<file path="config.mk">
export PLATFORM = sky130hd
export DESIGN_NAME = infix_to_postfix_converter_top
export DESIGN_NICKNAME = d
export VERILOG_FILES = /design/src/hdl/itp_pkg.sv /design/src/hdl/itp_ram.sv /design/src/hdl/itp_front.sv /design/src/hdl/itp_fifo.sv /design/src/hdl/itp_back.sv /design/src/hdl/infix_to_postfix_converter_top.sv
export SDC_FILE = /design/constraint.sdc
export NUM_CORES = 1
export LEC_CHECK = 0
export BUFFER_PORTS_ARGS = -buffer_cell sky130_fd_sc_hd__buf_2
export CORE_UTILIZATION = 56
export CTS_CLUSTER_DIAMETER = 100
export DETAILED_ROUTE_END_ITERATION = 8
export GPL_TIMING_DRIVEN = 0
export PLACE_DENSITY = 0.81
export SLEW_MARGIN = 20
export SYNTH_ARGS = -nofsm -noshare
export SYNTH_HDL_FRONTEND = slang
export SYNTH_SLANG_ARGS = --single-unit
</file>
<file path="constraint.sdc">
create_clock -name clk -period 3 [get_ports clk]
set_input_delay 0.45 -clock clk [delete_from_list [all_inputs] [get_ports clk]]
set_output_delay 0.45 -clock clk [all_outputs]
set_load 0.01 [all_outputs]
</file>
<file path="src/hdl/itp_pkg.sv">
package itp_pkg;

  localparam int DEF_STACK_DEPTH = 32;
  localparam int QUEUE_DEPTH     = 2;
  localparam int CODE_W          = 3;
  localparam int PREC_W          = 3;

  typedef logic [CODE_W-1:0] code_t;
  typedef logic [PREC_W-1:0] prec_t;

  localparam code_t CODE_LPAR = 3'd0;
  localparam code_t CODE_ADD  = 3'd1;
  localparam code_t CODE_SUB  = 3'd2;
  localparam code_t CODE_MUL  = 3'd3;
  localparam code_t CODE_DIV  = 3'd4;
  localparam code_t CODE_POW  = 3'd5;
  localparam code_t CODE_NONE = 3'd7;

  localparam prec_t PREC_LPAR = 3'd6;
  localparam prec_t PREC_POW  = 3'd5;
  localparam prec_t PREC_MUL  = 3'd4;
  localparam prec_t PREC_ADD  = 3'd2;
  localparam prec_t PREC_NONE = 3'd0;

  localparam logic [7:0] CHAR_NUL   = 8'h00;
  localparam logic [7:0] CHAR_SPACE = 8'h20;
  localparam logic [7:0] CHAR_LPAR  = 8'h28;
  localparam logic [7:0] CHAR_RPAR  = 8'h29;
  localparam logic [7:0] CHAR_MUL   = 8'h2a;
  localparam logic [7:0] CHAR_ADD   = 8'h2b;
  localparam logic [7:0] CHAR_SUB   = 8'h2d;
  localparam logic [7:0] CHAR_DIV   = 8'h2f;
  localparam logic [7:0] CHAR_POW   = 8'h5e;

  typedef enum logic [1:0] {
    CLS_SKIP,
    CLS_OPERAND,
    CLS_CLOSE,
    CLS_OPER
  } cls_t;

  typedef struct packed {
    cls_t       cls;
    logic [7:0] ch;
    code_t      code;
    logic       last;
  } cmd_t;

  function automatic code_t char_code(logic [7:0] c);
    code_t r;
    case (c)
      CHAR_LPAR: r = CODE_LPAR;
      CHAR_ADD:  r = CODE_ADD;
      CHAR_SUB:  r = CODE_SUB;
      CHAR_MUL:  r = CODE_MUL;
      CHAR_DIV:  r = CODE_DIV;
      CHAR_POW:  r = CODE_POW;
      default:   r = CODE_NONE;
    endcase
    return r;
  endfunction

  function automatic logic [7:0] code_char(code_t code);
    logic [7:0] r;
    case (code)
      CODE_LPAR: r = CHAR_LPAR;
      CODE_ADD:  r = CHAR_ADD;
      CODE_SUB:  r = CHAR_SUB;
      CODE_MUL:  r = CHAR_MUL;
      CODE_DIV:  r = CHAR_DIV;
      CODE_POW:  r = CHAR_POW;
      default:   r = CHAR_NUL;
    endcase
    return r;
  endfunction

  function automatic prec_t code_prec(code_t code);
    prec_t r;
    case (code)
      CODE_LPAR: r = PREC_LPAR;
      CODE_ADD:  r = PREC_ADD;
      CODE_SUB:  r = PREC_ADD;
      CODE_MUL:  r = PREC_MUL;
      CODE_DIV:  r = PREC_MUL;
      CODE_POW:  r = PREC_POW;
      default:   r = PREC_NONE;
    endcase
    return r;
  endfunction

endpackage

</file>
<file path="src/hdl/itp_ram.sv">
module itp_ram #(
  parameter int WIDTH = 8,
  parameter int DEPTH = 32
) (
  input  logic                     clk,
  input  logic                     we,
  input  logic [$clog2(DEPTH)-1:0] wr_addr,
  input  logic [WIDTH-1:0]         wr_data,
  input  logic [$clog2(DEPTH)-1:0] rd_addr,
  output logic [WIDTH-1:0]         rd_data
);

  logic [WIDTH-1:0] mem [DEPTH];

  always_ff @(posedge clk) begin
    if (we) begin
      mem[wr_addr] <= wr_data;
    end
    rd_data <= mem[rd_addr];
  end

endmodule

</file>
<file path="src/hdl/itp_front.sv">
module itp_front (
  input  logic              in_valid,
  output logic              in_stall,
  input  logic [7:0]        in_char,
  input  logic              is_last,
  input  logic              q_full,
  output logic              q_push,
  output itp_pkg::cmd_t     q_data
);

  itp_pkg::code_t code;

  assign code     = itp_pkg::char_code(in_char);
  assign in_stall = q_full;
  assign q_push   = in_valid && !q_full;

  always_comb begin
    q_data.ch   = in_char;
    q_data.code = code;
    q_data.last = is_last;
    priority if (in_char == itp_pkg::CHAR_SPACE) begin
      q_data.cls = itp_pkg::CLS_SKIP;
    end else if (in_char == itp_pkg::CHAR_RPAR) begin
      q_data.cls = itp_pkg::CLS_CLOSE;
    end else if (code != itp_pkg::CODE_NONE) begin
      q_data.cls = itp_pkg::CLS_OPER;
    end else begin
      q_data.cls = itp_pkg::CLS_OPERAND;
    end
  end

endmodule

</file>
<file path="src/hdl/itp_fifo.sv">
module itp_fifo (
  input  logic          clk,
  input  logic          rst,
  input  logic          push,
  input  itp_pkg::cmd_t push_data,
  output logic          full,
  output logic          valid,
  output itp_pkg::cmd_t data,
  input  logic          pop
);

  localparam int PW = $clog2(itp_pkg::QUEUE_DEPTH);
  localparam int FW = $clog2(itp_pkg::QUEUE_DEPTH + 1);

  itp_pkg::cmd_t   entries [itp_pkg::QUEUE_DEPTH];
  logic [PW-1:0]   wr_ptr;
  logic [PW-1:0]   rd_ptr;
  logic [FW-1:0]   fill;
  logic            do_push;
  logic            do_pop;

  assign full    = fill == FW'(itp_pkg::QUEUE_DEPTH);
  assign valid   = fill != '0;
  assign data    = entries[rd_ptr];
  assign do_push = push && !full;
  assign do_pop  = pop && valid;

  always_ff @(posedge clk) begin
    if (do_push) begin
      entries[wr_ptr] <= push_data;
    end
    if (rst) begin
      wr_ptr <= '0;
      rd_ptr <= '0;
      fill   <= '0;
    end else begin
      if (do_push) begin
        wr_ptr <= (wr_ptr == PW'(itp_pkg::QUEUE_DEPTH - 1)) ? '0 : wr_ptr + PW'(1);
      end
      if (do_pop) begin
        rd_ptr <= (rd_ptr == PW'(itp_pkg::QUEUE_DEPTH - 1)) ? '0 : rd_ptr + PW'(1);
      end
      unique case ({do_push, do_pop})
        2'b10:   fill <= fill + FW'(1);
        2'b01:   fill <= fill - FW'(1);
        default: fill <= fill;
      endcase
    end
  end

endmodule

</file>
<file path="src/hdl/itp_back.sv">
module itp_back #(
  parameter int STACK_DEPTH = itp_pkg::DEF_STACK_DEPTH
) (
  input  logic          clk,
  input  logic          rst,
  input  logic          q_valid,
  input  itp_pkg::cmd_t q_data,
  output logic          q_pop,
  output logic          out_valid,
  input  logic          out_stall,
  output logic [7:0]    out_char,
  output logic          has_char,
  output logic          run_last,
  output logic          expr_end,
  output logic          overflow
);

  localparam int AW = $clog2(STACK_DEPTH);
  localparam int CW = $clog2(STACK_DEPTH + 1);
  localparam logic [CW-1:0] FULL = CW'(STACK_DEPTH);

  typedef enum logic [1:0] {
    S_IDLE,
    S_MAIN,
    S_FLUSH,
    S_DONE
  } state_t;

  state_t          state;
  itp_pkg::cmd_t   cmd;
  logic [CW-1:0]   count;
  itp_pkg::code_t  top_reg;
  logic            fresh;
  logic            overflow_seen;
  logic            held_valid;
  logic [7:0]      held_char;

  itp_pkg::code_t  rd_data;
  itp_pkg::code_t  top;
  logic            nonempty;
  logic            out_free;
  logic            can_emit;
  logic            stop_oper;
  logic            emit_req;
  logic            emit_fire;
  logic [7:0]      emit_char;
  logic            pop_req;
  logic            push_req;
  logic            adv;
  logic            ram_we;
  logic            out_load;

  itp_ram #(
    .WIDTH (itp_pkg::CODE_W),
    .DEPTH (STACK_DEPTH)
  ) u_stack (
    .clk     (clk),
    .we      (ram_we),
    .wr_addr (AW'(count)),
    .wr_data (cmd.code),
    .rd_addr (AW'(count - CW'(2))),
    .rd_data (rd_data)
  );

  assign top       = fresh ? rd_data : top_reg;
  assign nonempty  = count != '0;
  assign out_free  = !out_valid || !out_stall;
  assign can_emit  = !held_valid || out_free;
  assign stop_oper = !nonempty || top == itp_pkg::CODE_LPAR ||
                     itp_pkg::code_prec(top) < itp_pkg::code_prec(cmd.code);
  assign emit_fire = emit_req && can_emit;
  assign ram_we    = push_req && count != FULL;
  assign q_pop     = state == S_IDLE;
  assign out_load  = (emit_fire && held_valid) ||
                     (state == S_DONE && (held_valid || cmd.last) && out_free);

  always_comb begin
    emit_req  = 1'b0;
    emit_char = itp_pkg::code_char(top);
    pop_req   = 1'b0;
    push_req  = 1'b0;
    adv       = 1'b0;
    unique case (state)
      S_MAIN: begin
        unique case (cmd.cls)
          itp_pkg::CLS_SKIP: begin
            adv = 1'b1;
          end
          itp_pkg::CLS_OPERAND: begin
            emit_req  = 1'b1;
            emit_char = cmd.ch;
            adv       = can_emit;
          end
          itp_pkg::CLS_CLOSE: begin
            priority if (nonempty && top != itp_pkg::CODE_LPAR) begin
              emit_req = 1'b1;
              pop_req  = can_emit;
            end else if (nonempty) begin
              pop_req = 1'b1;
              adv     = 1'b1;
            end else begin
              adv = 1'b1;
            end
          end
          itp_pkg::CLS_OPER: begin
            if (!stop_oper) begin
              emit_req = 1'b1;
              pop_req  = can_emit;
            end else begin
              push_req = 1'b1;
              adv      = 1'b1;
            end
          end
        endcase
      end
      S_FLUSH: begin
        if (nonempty) begin
          emit_req = 1'b1;
          pop_req  = can_emit;
        end
      end
      S_IDLE, S_DONE: begin
      end
    endcase
  end

  always_ff @(posedge clk) begin
    if (rst) begin
      state         <= S_IDLE;
      count         <= '0;
      fresh         <= 1'b0;
      overflow_seen <= 1'b0;
      held_valid    <= 1'b0;
      out_valid     <= 1'b0;
    end else begin
      if (out_load) begin
        out_valid <= 1'b1;
      end else if (!out_stall) begin
        out_valid <= 1'b0;
      end
      if (push_req && count != FULL) begin
        top_reg <= cmd.code;
      end else if (fresh) begin
        top_reg <= rd_data;
      end
      fresh <= pop_req;

      if (emit_fire) begin
        if (held_valid) begin
          out_char  <= held_char;
          has_char  <= 1'b1;
          run_last  <= 1'b0;
          expr_end  <= 1'b0;
          overflow  <= overflow_seen;
        end
        held_char  <= emit_char;
        held_valid <= 1'b1;
      end

      if (pop_req) begin
        count <= count - CW'(1);
      end

      if (push_req) begin
        if (count != FULL) begin
          count <= count + CW'(1);
        end else begin
          overflow_seen <= 1'b1;
        end
      end

      unique case (state)
        S_IDLE: begin
          if (q_valid) begin
            cmd   <= q_data;
            state <= S_MAIN;
          end
        end
        S_MAIN: begin
          if (adv) begin
            state <= cmd.last ? S_FLUSH : S_DONE;
          end
        end
        S_FLUSH: begin
          if (!nonempty) begin
            state <= S_DONE;
          end
        end
        S_DONE: begin
          if (held_valid || cmd.last) begin
            if (out_free) begin
              out_char   <= held_valid ? held_char : itp_pkg::CHAR_NUL;
              has_char   <= held_valid;
              run_last   <= 1'b1;
              expr_end   <= cmd.last;
              overflow   <= overflow_seen;
              held_valid <= 1'b0;
              if (cmd.last) begin
                overflow_seen <= 1'b0;
              end
              state <= S_IDLE;
            end
          end else begin
            state <= S_IDLE;
          end
        end
      endcase
    end
  end

endmodule

</file>
<file path="src/hdl/infix_to_postfix_converter_top.sv">
// Shunting-yard infix to postfix converter. Characters arrive one per transaction with a
// flag on the last one of the expression; postfix characters leave one per transaction,
// with run_last closing the results of each input and expr_end closing the expression.
// A classifier and a two-entry queue take input characters independently of the output
// side. The operator stack lives in a single-port-write RAM with registered read, the top
// entry cached in a register, so one operator is popped per cycle while the output is not
// stalled. The back end takes each character from the queue in its idle state, handles it
// in the main state, flushes the remaining operators in the flush state on the last character
// of an expression, and hands the result over in the done state, waiting while the output is
// stalled; the stack RAM holds STACK_DEPTH entries and needs no clearing after reset.
module infix_to_postfix_converter_top #(
  parameter int STACK_DEPTH = itp_pkg::DEF_STACK_DEPTH
) (
  input  logic       clk,
  input  logic       rst,
  input  logic       in_valid,
  output logic       in_stall,
  input  logic [7:0] in_char,
  input  logic       is_last,
  output logic       out_valid,
  input  logic       out_stall,
  output logic [7:0] out_char,
  output logic       has_char,
  output logic       run_last,
  output logic       expr_end,
  output logic       overflow
);

  logic          q_full;
  logic          q_push;
  itp_pkg::cmd_t q_in;
  logic          q_valid;
  itp_pkg::cmd_t q_out;
  logic          q_pop;

  itp_front u_front (
    .in_valid (in_valid),
    .in_stall (in_stall),
    .in_char  (in_char),
    .is_last  (is_last),
    .q_full   (q_full),
    .q_push   (q_push),
    .q_data   (q_in)
  );

  itp_fifo u_fifo (
    .clk       (clk),
    .rst       (rst),
    .push      (q_push),
    .push_data (q_in),
    .full      (q_full),
    .valid     (q_valid),
    .data      (q_out),
    .pop       (q_pop)
  );

  itp_back #(
    .STACK_DEPTH (STACK_DEPTH)
  ) u_back (
    .clk       (clk),
    .rst       (rst),
    .q_valid   (q_valid),
    .q_data    (q_out),
    .q_pop     (q_pop),
    .out_valid (out_valid),
    .out_stall (out_stall),
    .out_char  (out_char),
    .has_char  (has_char),
    .run_last  (run_last),
    .expr_end  (expr_end),
    .overflow  (overflow)
  );

endmodule

</file>
* After elaboration in Yosys (flattened, before gate mapping) *
Memories as Yosys holds them, arrays and structs flattened. A register that Yosys moved wholly into a read port is not among the register bits.
Cells that the tools add are included.
W data, S select, Z words.

storage, ports and cells
  memories kept = 2
  output and inout port bits = 14
  RAM bits = 124
  flip-flop bits (word level) = 39

cells by class
  order comparisons = 1
  bitwise gates (word level) = 1
  $add $sub $neg = 7
  mux-type cells = 82
  eq/ne operators = 34
  reduce and logical (&&, ||, !) cells = 35

memory list
  memory              depth  width  rd ports  clocked after Yosys merged registers in  wr ports  RTL line        source
  u_back.u_stack.mem  32     3      1         1                                        1         itp_ram.sv:13   logic [WIDTH-1:0] mem [DEPTH];
  u_fifo.entries      2      14     1         1                                        1         itp_fifo.sv:15  itp_pkg::cmd_t entries [itp_pkg::QUEUE_DEPTH];

operators by type and width
  cell                   number
  $mux W8                8
  $eq A8 B6 Y1 const B   7
  $mux W1                50
  $pmux W7 S6            1
  $pmux W3 S4            2
  $mux W6                3
  $pmux W3 S6            1
  $mux W2                8
  $eq A2 B2 Y1 const B   6
  $eq A3 B2 Y1 const B   4
  $eq A3 B3 Y1 const B   4
  $logic_and A1 B1 Y1    9
  $eq A8 B7 Y1 const B   1
  $pmux W2 S4            1
  $reduce_or A2 Y1       4
  $add A6 B1 Y6 const B  1
  $eq A2 B1 Y1 const B   3
  $eq A3 B1 Y1 const B   2
  $logic_not A3 Y1       2
  $logic_or A1 B1 Y1     6
  $mux W3                2
  $ne A2 B1 Y1 const B   3
  $ne A6 B6 Y1 const B   1
  $pmux W1 S2            3
  21 further kinds       28

* Logic depth before layout (Yosys ltp) *
  depth in word-level cells = 14
  gate-level depth with buffers = 14
  gate-level depth less buffers = 12

* Hierarchy *
From an unflattened synthesis, not the netlist that was laid out.

second synthesis, totals
  cells, all modules = 548
  area total of the unflattened synthesis = 8170.3 µm²

by module, submodules not included
  module     area an instance (µm²)  seq. area each (µm²)  cells an instance  instances
  itp_ram    3916.3                  2942.8                185                1
  itp_back   2778.9                  1351.3                263                1
  itp_fifo   1229.9                  940.9                 69                 1
  itp_front  245.2                   0.0                   31                 1

* Worst setup path before layout *
OpenSTA, ideal clock, no wires.

  path kind = register to register
  from = register u_back.cmd[3] (netlist bit)
  to = register u_back.overflow (data pin)
  data arrival time = 2724 ps
  stages on the path, launching flop included = 12
  period minus slack after synthesis = 2986 ps
  setup slack = 14 ps
  library setup time = 262 ps
  required time = 2738 ps
  path through = edfxtp_1 nand2b_1 xnor2_1 ha_1 a21oi_1 o21ai_1 a211o_1 a31oi_4 o21a_1 a21o_1 buf_4 mux2_1

on the way
  longest elaborated chain between the ends = 13

ends and longest elaborated chain
  element                                     RTL line         source
  start, declared                             itp_back.sv:30   itp_pkg::cmd_t cmd;
  start signal, assigned                      itp_back.sv:175  cmd <= q_data;
  $eq A3 B2 Y1, or another cell as far along  itp_pkg.sv:79    case (code)
  $reduce_or A2 Y1 (no line)                  n/a
  $pmux W3 S4 *                               itp_pkg.sv:79
  $lt A3 B3 Y1 *                              itp_back.sv:70   itp_pkg::code_prec(top) < itp_pkg::code_prec(cmd.code);
  $logic_or A1 B1 Y1 *                        itp_back.sv:69   assign stop_oper = !nonempty || top == itp_pkg::CODE_LPAR ||
  $mux W1 *                                   itp_back.sv:106  if (!stop_oper) begin
  $pmux W1 S3 *                               itp_back.sv:85   unique case (cmd.cls)
  $pmux W1 S2 *                               itp_back.sv:83   unique case (state)
  $logic_and A1 B1 Y1 *                       itp_back.sv:71   assign emit_fire = emit_req && can_emit;
  $mux W1 *                                   itp_back.sv:148  if (emit_fire) begin
  $mux W1                                     itp_back.sv:191  if (out_free) begin
  $mux W1                                     itp_back.sv:190  if (held_valid || cmd.last) begin
  $mux W1 *                                   itp_back.sv:172  unique case (state)
  end signal, assigned                        itp_back.sv:154  overflow <= overflow_seen;
  end signal, assigned                        itp_back.sv:196  overflow <= overflow_seen;
  end, declared                               itp_back.sv:15   output logic overflow

Mark *: on every way between the ends. The rest lies on a longest branch, timed or not.
A chain may end at the register's enable or synchronous reset.

* Final worst setup path *
  from = register u_back.top_reg[1]
  to = register u_back.out_char[3] (data pin)

on the way
  longest elaborated chain between the ends = 14

ends and longest elaborated chain
  element                                     RTL line         source
  start, declared                             itp_back.sv:32   itp_pkg::code_t top_reg;
  start signal, assigned                      itp_back.sv:142  top_reg <= cmd.code;
  start signal, assigned                      itp_back.sv:144  top_reg <= rd_data;
  $mux W3 *                                   n/a
  $eq A3 B2 Y1, or another cell as far along  itp_pkg.sv:79
  $reduce_or A2 Y1 (no line)                  n/a
  $pmux W3 S4                                 itp_pkg.sv:79
  $lt A3 B3 Y1                                itp_back.sv:70
  $logic_or A1 B1 Y1                          itp_back.sv:69
  $mux W1                                     itp_back.sv:106
  $pmux W1 S3 *                               itp_back.sv:85
  $pmux W1 S2 *                               itp_back.sv:83
  $logic_and A1 B1 Y1 *                       itp_back.sv:71
  $mux W8 *                                   itp_back.sv:148
  $mux W8                                     itp_back.sv:191
  $mux W8                                     itp_back.sv:190
  $mux W8 *                                   itp_back.sv:172
  end signal, assigned                        itp_back.sv:150  out_char <= held_char;
  end signal, assigned                        itp_back.sv:192  out_char <= held_valid ? held_char : itp_pkg::CHAR_NUL;
  end, declared                               itp_back.sv:11   output logic [7:0] out_char,

Marks and branches as above.

==> impl_metrics.py <==
metrics = {
    "run_status": {
        "status": "finished with violations",
        "violations": "setup timing",
    },
    "power": {
        "power_leakage_uw": 0.00312,
        "power_uw": 6880,
        "peakVddDrop_mv": 0.446,
        "powerDensity_nw_per_um2": 742,
    },
    "clocking": {
        "cts_max_level": 4,
        "cts_made_buffers": 17,
        "cts_tree": "yes",
        "clk_pin_slew_ns": 0.07,
        "cts_buffer_depth": 2,
        "cts_root_buf": "clkbuf_16",
        "postCtsHoldBufs": 0,
        "clkLatencyLatePin_ns": 0.44,
        "clkSinkCount": 180,
    },
    "die": {
        "core_um2": 13800,
        "start_util_pct": 57.2,
        "rows": 43,
        "die_area_um2": 14600,
        "die_y_um": 121,
        "fp.dieW_um": 121,
        "io_pins": 27,
    },
    "detailed_routing": {
        "vias_per_cell": 6.39,
        "route.final.wire_length_mm": 17.8,
        "vias": 5029,
        "wl_per_cell_um": 22.6,
        "final_antenna_net_count": 0,
        "firstDrtPassIters": 5,
        "drc": 0,
        "drtIter0Drc": 564,
    },
    "yosys": {
        "ys.warnings.count": 0,
        "synthMuxAreaShare_pct": 12.0,
        "synth_top_family_by_area": "multiplexers",
        "yosysMostFrequentCell": "edfxtp_1",
        "synth_nets": 548,
        "syn_area_um2": 7910,
        "synth_cell_types": 63,
        "synth_xor_area_share_pct": 1.22,
        "synth_common_cells": "edfxtp_1, nor2_1, mux4_2, nand2_1",
        "synthFlopType": "edfxtp_1",
        "synth-compound-area-share_pct": 7.18,
        "yosys.area.top_type": "edfxtp_1",
        "synth_top_area_share_pct": 61.1,
        "synthCells": 521,
        "async_flop_share_pct": 0,
        "post_synth.cell_area_avg_um2": 15.2,
        "seq_area_frac_synth_pct": 65.9,
        "synth_enable_flop_cells": 161,
        "yosys-top-cells-area": "edfxtp_1, mux4_2, dfxtp_1",
        "ys_ff_latch": 180,
        "synthAdderAreaFrac_pct": 2.21,
        "yosys.area_share.simple_pct": 9.75,
    },
    "critical_path": {
        "worstSetupStartpointType": "flop",
        "critPathCaptureType": "flop",
        "crit_slowest_cell": "edfxtp_1",
        "cp_num_buf_inv": 2,
        "cpPeakStageDelay_ns": 0.48,
        "worstPathCellList": "mux2_4 -> xnor2_4 -> ha_4 -> nand2_2 -> o21ai_2 -> a211o_1 -> a31oi_4 -> o21a_1 -> a21o_1 -> buf_6 -> buf_4 -> a22o_1",
        "critPathTopFamily": "compound AO/OA/AOI/OAI gates",
        "crit_type": "reg2reg",
        "worstPathArrival_ns": 3.19,
        "critPathRequiredTime_ns": 3.19,
        "rrSetupSlack_ns": -0.0009,
        "critPathMaxFanout": 8,
    },
    "finish": {
        "num_antenna_cells": 0,
        "multi_input_area_um2": 2750,
        "area_growth_pct": 17.1,
        "layout-drive-gt1-share_pct": 32.9,
        "reg.largest.list": "u_back.u_stack.mem x96, u_fifo.entries x28, u_back.cmd x14",
        "largest-register": "u_back.u_stack.mem",
        "final_area_um2": 9270,
        "nFillCells": 842,
        "final-seq-area_um2": 5220,
        "fin_cells": 787,
        "largest_reg_flops": 96,
        "nNetsFinal": 621,
    },
    "timing": {
        "grt_setup_unrepaired": "true",
        "finalCritPeriodShare_pct": 100,
        "setup_viol": 1,
        "slew_headroom_pct": 33.7,
        "hold_viol_final": 0,
        "fmax_ghz": 0.333,
        "skew_ns": 0.0117,
        "final.setup.worst_slack_ns": -0.000930,
        "worst_pin_slew_ns": 0.980,
        "finalCriticalPeriod_ns": 3.00,
        "drv_slew": 0,
    },
    "min_path": {
        "min_path_type": "in2reg",
    },
    "placed_design": {
        "placed_area_um2": 8270,
        "place_hpwl_mm": 10.1,
        "port_buffers": 26,
        "place_inst": 727,
        "gp_congestion": 0.875,
        "dp_slack_ns": -0.841,
    },
    "global_routing": {
        "grtUsageMet2_pct": 39.8,
        "grt_first_pass_wirelength_mm": 26.1,
        "grt_max_degree": 19,
        "grtUsageMet1_pct": 32.1,
        "grt_usage_pct": 24.6,
        "grt_antenna_before_repair": 0,
        "top_usage_layer": "met2",
        "overflow": 0,
        "grtUsageMet3_pct": 6.02,
        "grt_pass1_vias": 4929,
    },
    "job": {
        "drv_cap": 0,
    },
}
[cell families after synthesis]
group / after synthesis
AO/OA/AOI/OAI: 74
buffers and inverters: 32
XOR/XNOR: 11
multiplexers: 54
AND/OR/NAND/NOR: 156
flip-flops: 180
adder cells (fa/ha/maj): 14
[worst paths after layout]
| kind | from | end | cells past startpoint |
|---|---|---|---|
| hold / removal | is_last | u_fifo.entries[1][0] | 1 |
| setup reg to reg | u_back.top_reg[1] | u_back.out_char[3] | 12 |
| setup / recovery | u_back.top_reg[1] | u_back.out_char[3] | 12 |
| hold reg to reg | u_back.cmd[10] | u_back.held_char[6] | 2 |
[cell type report]
| cell class | instances | area share, % |
|---|---|---|
| flip-flops and latches | 180 | 56.3 |
| multi-input cells | 310 | 29.6 |
| clock buffers | 18 | 4.63 |
| repair buffers | 53 | 3.75 |
| well taps | 180 | 2.43 |
| clock inverters | 14 | 1.63 |
| plain buffers | 20 | 1.16 |
| inverters | 12 | 0.486 |
[routing by layer]
metal,routed length [um],vias to the layer above,part of all wire [%]
met5,0,-,0
met4,619,0,3.5
met3,1510,66,8.5
met2,8800,292,49
met1,6870,2508,39
li1,-,2163,-
[power by group]
part | internal, uW | leakage (uW) | switching (uW)
sequential | 2980 | 0.00159 | 129
combinational | 645 | 0.00125 | 921
clock | 1240 | 0.000289 | 970
total | 4860 | 0.00312 | 2020
[through the flow]
stage          util (%)  setup TNS (ns)  hold slack, ns
2_1_floorplan         -               0           0.481
3_3_place_gp       59.8          -58.26           0.495
3_5_place_dp       59.8          -73.01           0.518
4_1_cts            65.5          -0.221           0.190
5_1_grt            67.0          -0.655           0.198
6_report           67.0       -0.000930           0.205
[cells in the final DEF (no fill, tap or decap), types with 5 or more instances in the layout]
master,instances
edfxtp_1,161
nor2_1,46
buf_2,33
mux4_2,30
buf_4,24
nand2_1,23
nor2_2,20
mux2_2,18
dfxtp_1,18
clkbuf_16,17
ha_1,13
nand3_1,12
inv_1,12
a21oi_1,11
o21ai_0,9
a22o_1,9
clkbuf_1,8
and3_1,7
nor3_1,6
xnor2_1,6
a21o_1,6
a31oi_1,5
or3_1,5
nand2_2,5
[repair_timing]
| item | 4_1_cts | 5_1_grt |
|---|---|---|
| cloned | 0 | 1 |
| endpoints found under the setup margin | 130 | 117 |
| pin swaps | 6 | 10 |
| hold endpoints to repair | 0 | 0 |
| gates resized for setup | 18 | 34 |
| buffers inserted | 17 | 10 |
Note: power is estimated with default switching activity, not from simulation.
